File: src/sv/salfl_pkg.sv
package salfl_pkg;

  localparam int NODE_COUNT = 8;
  localparam int IDX_W      = (NODE_COUNT > 1) ? $clog2(NODE_COUNT) : 1;
  localparam int LINK_W     = $clog2(NODE_COUNT + 1);
  localparam int KEY_W      = 32;
  localparam int STATUS_W   = 2;
  localparam int SLOT_W     = 6;

  // The null link is encoded as NODE_COUNT.
  localparam logic [LINK_W-1:0] NIL_LINK = LINK_W'(NODE_COUNT);

  localparam logic ACT_INSERT = 1'b0;
  localparam logic ACT_DELETE = 1'b1;

  localparam logic [STATUS_W-1:0] ST_INSERTED = 2'd0;
  localparam logic [STATUS_W-1:0] ST_FULL     = 2'd1;
  localparam logic [STATUS_W-1:0] ST_DELETED  = 2'd2;
  localparam logic [STATUS_W-1:0] ST_NOTFOUND = 2'd3;

  typedef struct packed {
    logic                    action;
    logic signed [KEY_W-1:0] key;
  } salfl_in_t;

  typedef struct packed {
    logic [STATUS_W-1:0] status;
    logic [SLOT_W-1:0]   slot;
  } salfl_out_t;

  typedef enum logic [2:0] {
    S_IDLE,
    S_CHECK,
    S_WALK,
    S_UPDATE
  } salfl_state_t;

  typedef struct packed {
    logic                load;
    logic                alloc;
    logic                step;
    logic                commit_ins;
    logic                commit_del;
    logic                emit;
    logic [STATUS_W-1:0] status;
  } salfl_cmd_t;

  typedef struct packed {
    logic is_insert;
    logic free_empty;
    logic walk_done;
    logic found;
  } salfl_stat_t;

endpackage

File: src/sv/salfl_ctrl.sv
module salfl_ctrl (
  input  logic                  clk,
  input  logic                  rst_n,
  input  logic                  start,
  output logic                  busy,
  input  salfl_pkg::salfl_stat_t stat,
  output salfl_pkg::salfl_cmd_t  cmd
);
  import salfl_pkg::*;

  salfl_state_t state_r, state_nxt;

  always_ff @(posedge clk) begin
    if (!rst_n) begin
      state_r <= S_IDLE;
    end else begin
      state_r <= state_nxt;
    end
  end

  always_comb begin
    state_nxt = state_r;
    unique case (state_r)
      S_IDLE: begin
        if (start) state_nxt = S_CHECK;
      end
      S_CHECK: begin
        if (stat.is_insert && stat.free_empty) state_nxt = S_IDLE;
        else state_nxt = S_WALK;
      end
      S_WALK: begin
        if (stat.walk_done) state_nxt = S_UPDATE;
      end
      S_UPDATE: begin
        state_nxt = S_IDLE;
      end
      default: state_nxt = S_IDLE;
    endcase
  end

  always_comb begin
    cmd  = '0;
    busy = (state_r != S_IDLE);
    unique case (state_r)
      S_IDLE: begin
        cmd.load = start;
      end
      S_CHECK: begin
        if (stat.is_insert) begin
          if (stat.free_empty) begin
            cmd.emit   = 1'b1;
            cmd.status = ST_FULL;
          end else begin
            cmd.alloc = 1'b1;
          end
        end
      end
      S_WALK: begin
        cmd.step = !stat.walk_done;
      end
      S_UPDATE: begin
        cmd.emit = 1'b1;
        if (stat.is_insert) begin
          cmd.commit_ins = 1'b1;
          cmd.status     = ST_INSERTED;
        end else if (stat.found) begin
          cmd.commit_del = 1'b1;
          cmd.status     = ST_DELETED;
        end else begin
          cmd.status = ST_NOTFOUND;
        end
      end
      default: cmd = '0;
    endcase
  end

endmodule

File: src/sv/salfl_dp.sv
module salfl_dp (
  input  logic                  clk,
  input  logic                  rst_n,
  input  salfl_pkg::salfl_in_t   in_data,
  input  salfl_pkg::salfl_cmd_t  cmd,
  output salfl_pkg::salfl_stat_t stat,
  output logic                  out_valid,
  output salfl_pkg::salfl_out_t  out_data
);
  import salfl_pkg::*;

  logic [KEY_W-1:0]  key_mem_r  [NODE_COUNT];
  logic [LINK_W-1:0] link_mem_r [NODE_COUNT];
  logic [LINK_W-1:0] free_link_r[NODE_COUNT];

  logic [LINK_W-1:0] head_r, free_head_r;
  logic              action_r;
  logic [KEY_W-1:0]  key_r;
  logic [IDX_W-1:0]  node_r;
  logic [LINK_W-1:0] prev_r, pres_r, steps_r;
  logic              out_valid_r;
  salfl_out_t        out_data_r;

  logic              pres_is_node, prev_is_node;
  logic [IDX_W-1:0]  pres_idx, prev_idx, free_idx;
  logic [KEY_W-1:0]  pres_key;
  logic [LINK_W-1:0] pres_link;
  logic              key_match, key_greater, walk_limit;
  logic [SLOT_W-1:0] emit_slot;

  assign pres_is_node = (pres_r < NIL_LINK);
  assign prev_is_node = (prev_r < NIL_LINK);
  assign pres_idx     = pres_r[IDX_W-1:0];
  assign prev_idx     = prev_r[IDX_W-1:0];
  assign free_idx     = free_head_r[IDX_W-1:0];
  assign pres_key     = key_mem_r[pres_idx];
  assign pres_link    = link_mem_r[pres_idx];
  assign key_match    = (pres_key == key_r);
  assign key_greater  = ($signed(key_r) > $signed(pres_key));
  assign walk_limit   = (steps_r == NIL_LINK);

  always_comb begin
    stat.is_insert  = (action_r == ACT_INSERT);
    stat.free_empty = !(free_head_r < NIL_LINK);
    stat.found      = pres_is_node && key_match;
    if (action_r == ACT_INSERT) begin
      stat.walk_done = !pres_is_node || walk_limit || !key_greater;
    end else begin
      stat.walk_done = !pres_is_node || walk_limit || key_match;
    end
  end

  // Free chain, list head and the result strobe are control state.
  always_ff @(posedge clk) begin
    if (!rst_n) begin
      for (int i = 0; i < NODE_COUNT; i++) begin
        free_link_r[i] <= LINK_W'(i + 1);
      end
      head_r      <= NIL_LINK;
      free_head_r <= '0;
      out_valid_r <= 1'b0;
    end else begin
      out_valid_r <= cmd.emit;
      if (cmd.alloc) begin
        free_head_r <= free_link_r[free_idx];
      end
      if (cmd.commit_ins && !prev_is_node) begin
        head_r <= LINK_W'(node_r);
      end
      if (cmd.commit_del) begin
        if (!prev_is_node) head_r <= pres_link;
        free_link_r[pres_idx] <= free_head_r;
        free_head_r           <= pres_r;
      end
    end
  end

  assign emit_slot = (cmd.status == ST_DELETED) ? SLOT_W'(pres_idx) : SLOT_W'(node_r);

  always_ff @(posedge clk) begin
    if (cmd.load) begin
      action_r <= in_data.action;
      key_r    <= in_data.key;
      prev_r   <= NIL_LINK;
      pres_r   <= head_r;
      steps_r  <= '0;
    end
    if (cmd.alloc) begin
      node_r              <= free_idx;
      key_mem_r[free_idx] <= key_r;
    end
    if (cmd.step) begin
      prev_r  <= pres_r;
      pres_r  <= pres_link;
      steps_r <= steps_r + LINK_W'(1);
    end
    if (cmd.commit_ins) begin
      link_mem_r[node_r] <= pres_r;
      if (prev_is_node) link_mem_r[prev_idx] <= LINK_W'(node_r);
    end
    if (cmd.commit_del && prev_is_node) begin
      link_mem_r[prev_idx] <= pres_link;
    end
    if (cmd.emit) begin
      out_data_r.status <= cmd.status;
      if (cmd.status == ST_INSERTED || cmd.status == ST_DELETED) begin
        out_data_r.slot <= emit_slot;
      end else begin
        out_data_r.slot <= '0;
      end
    end
  end

  assign out_valid = out_valid_r;
  assign out_data  = out_data_r;

endmodule

File: src/sv/sorted_array_list_with_free_list_top.sv
// Channel   Ports                          Transaction
// input     start, busy, in_data           accepted when start is high and busy is low
// result    out_valid, out_data            one-cycle strobe, always taken
//
// An insert passes from acceptance through CHECK, WALK and UPDATE to the result, the walk
// passing n nodes; a delete takes the same states, and a full insert ends in CHECK.
// The walk visits one node per cycle through the key and link store read port.
// Reset (rst_n low, synchronous) empties the list and rebuilds the free chain at once.
// The result is never stalled; a new transaction may be accepted in its cycle.
module sorted_array_list_with_free_list_top (
  input  logic                 clk,
  input  logic                 rst_n,
  input  logic                 start,
  output logic                 busy,
  input  salfl_pkg::salfl_in_t  in_data,
  output logic                 out_valid,
  output salfl_pkg::salfl_out_t out_data
);
  import salfl_pkg::*;

  salfl_cmd_t  cmd;
  salfl_stat_t stat;

  salfl_ctrl u_ctrl (
    .clk   (clk),
    .rst_n (rst_n),
    .start (start),
    .busy  (busy),
    .stat  (stat),
    .cmd   (cmd)
  );

  salfl_dp u_dp (
    .clk       (clk),
    .rst_n     (rst_n),
    .in_data   (in_data),
    .cmd       (cmd),
    .stat      (stat),
    .out_valid (out_valid),
    .out_data  (out_data)
  );

  a_accept_busy: assert property (@(posedge clk) disable iff (!rst_n)
    (start && !busy) |=> busy)
    else $error("accepted transaction did not make the block busy");

  a_slot_zero: assert property (@(posedge clk) disable iff (!rst_n)
    (out_valid && (out_data.status == ST_FULL || out_data.status == ST_NOTFOUND))
      |-> (out_data.slot == '0))
    else $error("slot not zero on a dropped or missing-key result");

  a_result_from_busy: assert property (@(posedge clk) disable iff (!rst_n)
    out_valid |-> $past(busy))
    else $error("result strobe without a transaction in flight");

  a_one_action: assert property (@(posedge clk) disable iff (!rst_n)
    $onehot0({cmd.alloc, cmd.step, cmd.commit_ins, cmd.commit_del}))
    else $error("datapath received conflicting commands");

endmodule

File: config.mk
export PLATFORM = sky130hd
export DESIGN_NAME = sorted_array_list_with_free_list_top
export DESIGN_NICKNAME = d
export VERILOG_FILES = /design/src/sv/salfl_pkg.sv /design/src/sv/salfl_ctrl.sv /design/src/sv/salfl_dp.sv /design/src/sv/sorted_array_list_with_free_list_top.sv
export SDC_FILE = /design/constraint.sdc
export NUM_CORES = 1
export LEC_CHECK = 0
export BUFFER_PORTS_ARGS = -buffer_cell sky130_fd_sc_hd__buf_2
export CORE_MARGIN = 8
export CORE_UTILIZATION = 35
export CTS_BUF_LIST = sky130_fd_sc_hd__clkbuf_4 sky130_fd_sc_hd__clkbuf_8 sky130_fd_sc_hd__clkbuf_16
export DETAILED_ROUTE_END_ITERATION = 16
export GPL_TIMING_DRIVEN = 0
export PLACE_DENSITY = 0.51
export RECOVER_POWER = 25
export SYNTH_ARGS = -nofsm -noshare
export SYNTH_HDL_FRONTEND = slang
export SYNTH_SLANG_ARGS = --single-unit
File: constraint.sdc
create_clock -name clk -period 4.6 [get_ports clk]
set_clock_uncertainty 0.1 [all_clocks]
set_input_delay 0.92 -clock clk [delete_from_list [all_inputs] [get_ports clk]]
set_output_delay 0.92 -clock clk [all_outputs]
set_load 0.01 [all_outputs]
==> results.tsv <==
stage	metric	value	unit
finish	drive_gt1_frac	0.303	
yosys	netlist.area_leader.share	0.687	
placement	port_buffers	42	
power	power	8.09	mW
setup_path	required	4.69	ns
finish	nets	1047	
setup_path	critical_path_class	flop to flop	
yosys	yosysWarningCount	0	
placement	hpwl	24200	microns
placement	dp.cells	1540	
finish	regArea	11500	sq um
timing	relSlewSlack	0.265	
grt	grt_pass1_wl	54800	microns
detailed_routing	postRouteAntennaNets	0	
setup_path	start_kind	flop	
detailed_routing	viasPerCell	5.07	
clock_tree	cts_tree	yes	
clock_tree	clock_path_buffers	3	
grt	grt_max_degree	20	
setup_path	ff2ff_setup_slack	0.26	ns
yosys	synth.top_cells.by_area	edfxtp_1, mux4_2, mux2_2	
floorplanning	die_y	232	microns
finish	diodes	0	
timing	setup-violations-final	0	
detailed_routing	dr_wl_met3	1590	microns
detailed_routing	routed_wl	36400	microns
yosys	synth_ff_type	edfxtp_1	
clock_tree	clkLatencyLatePin	0.57	ns
setup_path	path_max_fanout	10	
grt	grt_antenna_before_repair	0	
clock_tree	htree_levels	2	
timing	max_freq	231	MHz
yosys	synth.distinct_cells	57	
yosys	synth_top_area_cell	edfxtp_1	
finish	fin_cells	1614	
floorplanning	top_level_ports	46	
yosys	yosysMostFrequentCell	edfxtp_1	
run	drv_cap	0	
clock_tree	cts_root_buf	clkbuf_16	
power	ir_drop	0.222	mV
run_status	status	completed	
floorplanning	die-area	53700	sq um
yosys	syn_inst	874	
floorplanning	rows	79	
timing	worst_pin_slew	1.10	ns
detailed_routing	highest_layer	met4	
setup_path	slowest_stage	dfxtp_2	
detailed_routing	via_count	8186	
detailed_routing	drc	0	
setup_path	worst_setup_path_end_kind	flop	
finish	multi_input_area	4590	sq um
finish	fillCellCount	4181	
clock_tree	clk_pin_slew	0.06	ns
power	cellPowerDensity	426	nW/um^2
grt	grt_pass1_vias	8605	
worst_hold_path	min_path_type	flop to flop	
detailed_routing	wl_met1	16600	microns
yosys	avgSynthCellArea	18.7	sq um
clock_tree	cts_hold_buffers	0	
setup_path	critical_path.max_stage_delay	0.48	ns
timing	worst_slack	0.262	ns
floorplanning	coreArea	46300	sq um
detailed_routing	drtIter0Drc	513	
timing	fin_crit_sh	0.943	
yosys	ys_seq_area_frac	0.708	
yosys	async_flop_share	0	
placement	place.gp.congestion	0.772	
setup_path	critPathArrivalTime	4.43	ns
grt	overflow	0	
floorplanning	fp.dieW	232	microns
timing	hold_viol_final	0	
placement	dpl-instance-area	17600	sq um
clock_tree	numCtsBuffers	42	
timing	rsz0062_at_grt	false	
placement	pre_cts_ws	-1.26	ns
detailed_routing	wl_per_cell	22.6	microns
detailed_routing	dr_wl_met2	17300	microns
yosys	synth-edff-count	373	
power	p_leak	6.20	nW
yosys	netlist_top_cells_count	edfxtp_1, mux4_2, nor2_1	
yosys	synth_area	16300	sq um
timing	finalCriticalPeriod	4.34	ns
setup_path	path_cells	clkbuf_2, clkbuf_2, mux4_2, mux2i_1, ha_1, nand4_1, nor4_4, and4_1, buf_6, nor2_8, nor4_4, o21bai_1	
yosys	ys_ff_latch	390	
finish	area_growth	16.5	%
timing	drv_slew	0	
grt	track_usage	0.136	
finish	stdcell_area	19000	sq um
clock_tree	clock-sinks	390	
floorplanning	initial_core_util	0.352	
detailed_routing	drt_pass1_iterations	4	
[worst max-delay path: cells and delay by family (launching register included)]
kind	cells	cell delay (ns)
AND/OR/NAND/NOR	5	1.40
buffers and inverters	3	0.88
multiplexers	2	0.53
flip-flops	1	0.48
AO/OA/AOI/OAI	1	0.35
adder cells (fa/ha/maj)	1	0.19
[cell usage in the layout, fill, tap and decap left out, drive strengths merged, types with 7 or more instances in the layout]
master,synthesis,layout
a21oi,22,22
and2,8,8
buf,20,75
clkbuf,18,73
clkinv,0,14
dfxtp,17,17
edfxtp,373,373
ha,34,34
inv,18,20
mux2,41,41
mux2i,42,42
mux4,80,80
nand2,36,36
nand2b,10,10
nand3,8,8
nand4,13,13
nor2,44,44
nor3,14,14
nor4,7,7
o21ai,21,21
or3,9,9
[power by group]
group | switching, mW | internal [mW] | total, mW
Clock | 1.37 | 1.94 | 3.31
Combinational | 0.397 | 0.333 | 0.730
Sequential | 0.0762 | 3.97 | 4.05
Total | 1.84 | 6.25 | 8.09
[state kept, by name, indices dropped and copies added, names as in the netlist, 2 cells and up, named ones only]
name and flops:
u_dp.prev_r 4, u_dp.pres_r 4, u_dp.free_head_r 4, u_dp.head_r 4, u_dp.steps_r 4, u_dp.key_mem_r 256
u_dp.key_r 32, u_dp.link_mem_r 32, u_dp.free_link_r 32, u_dp.out_data 5, u_ctrl.state_r 2, u_dp.node_r 3
[per-layer routing]
layer / vias to the layer above / global-route usage
li1: 3730 / -
met3: 54 / 0.0246
met2: 166 / 0.218
met4: 0 / 0.0454
met1: 4236 / 0.184
met5: - / 0
[worst paths after layout]
| check | start | endpoint | depth (start not counted) |
|---|---|---|---|
| hold reg to reg | u_dp.head_r[3] | u_dp.head_r[3] | 2 |
| setup reg to reg | flop | u_dp.link_mem_r[6][1] | 12 |
| setup / recovery | flop | u_dp.link_mem_r[6][1] | 12 |
| hold / removal | u_dp.head_r[3] | u_dp.head_r[3] | 2 |
[per-stage QoR]
| stage | TNS (ns) | hold slack (ns) | util |
|---|---|---|---|
| floorplan | 0 | 0.340 | - |
| global placement | -433.91 | 0.366 | 0.373 |
| detailed placement | -121.71 | 0.362 | 0.380 |
| CTS | 0 | 0.373 | 0.410 |
| global route | 0 | 0.397 | 0.410 |
| finish | 0 | 0.381 | 0.410 |
[cell families after synthesis]
family | share of synthesized area
compound gates | 0.0259
xor+xnor | 0.00107
buf+inv | 0.0158
other cells | 0.000230
fa+ha+maj | 0.0261
simple gates | 0.0583
flops | 0.708
mux | 0.165
[area by class of cell]
| cell class | count | area share |
|---|---|---|
| tap | 607 | 0.0400 |
| buffer | 36 | 0.0117 |
| sequential | 390 | 0.608 |
| multi-input combinational | 430 | 0.242 |
| clock buffer | 53 | 0.0606 |
| inverter | 18 | 0.00356 |
| timing repair buffer | 59 | 0.0243 |
| clock inverter | 21 | 0.0101 |
[what timing repair did]
| item | in CTS | in global routing |
|---|---|---|
| gates resized for setup | 27 | 13 |
| setup buffers | 2 | 0 |
| pin swaps | 1 | 0 |
| setup endpoints to repair | 168 | 88 |
(Power assumes the default switching activity.)
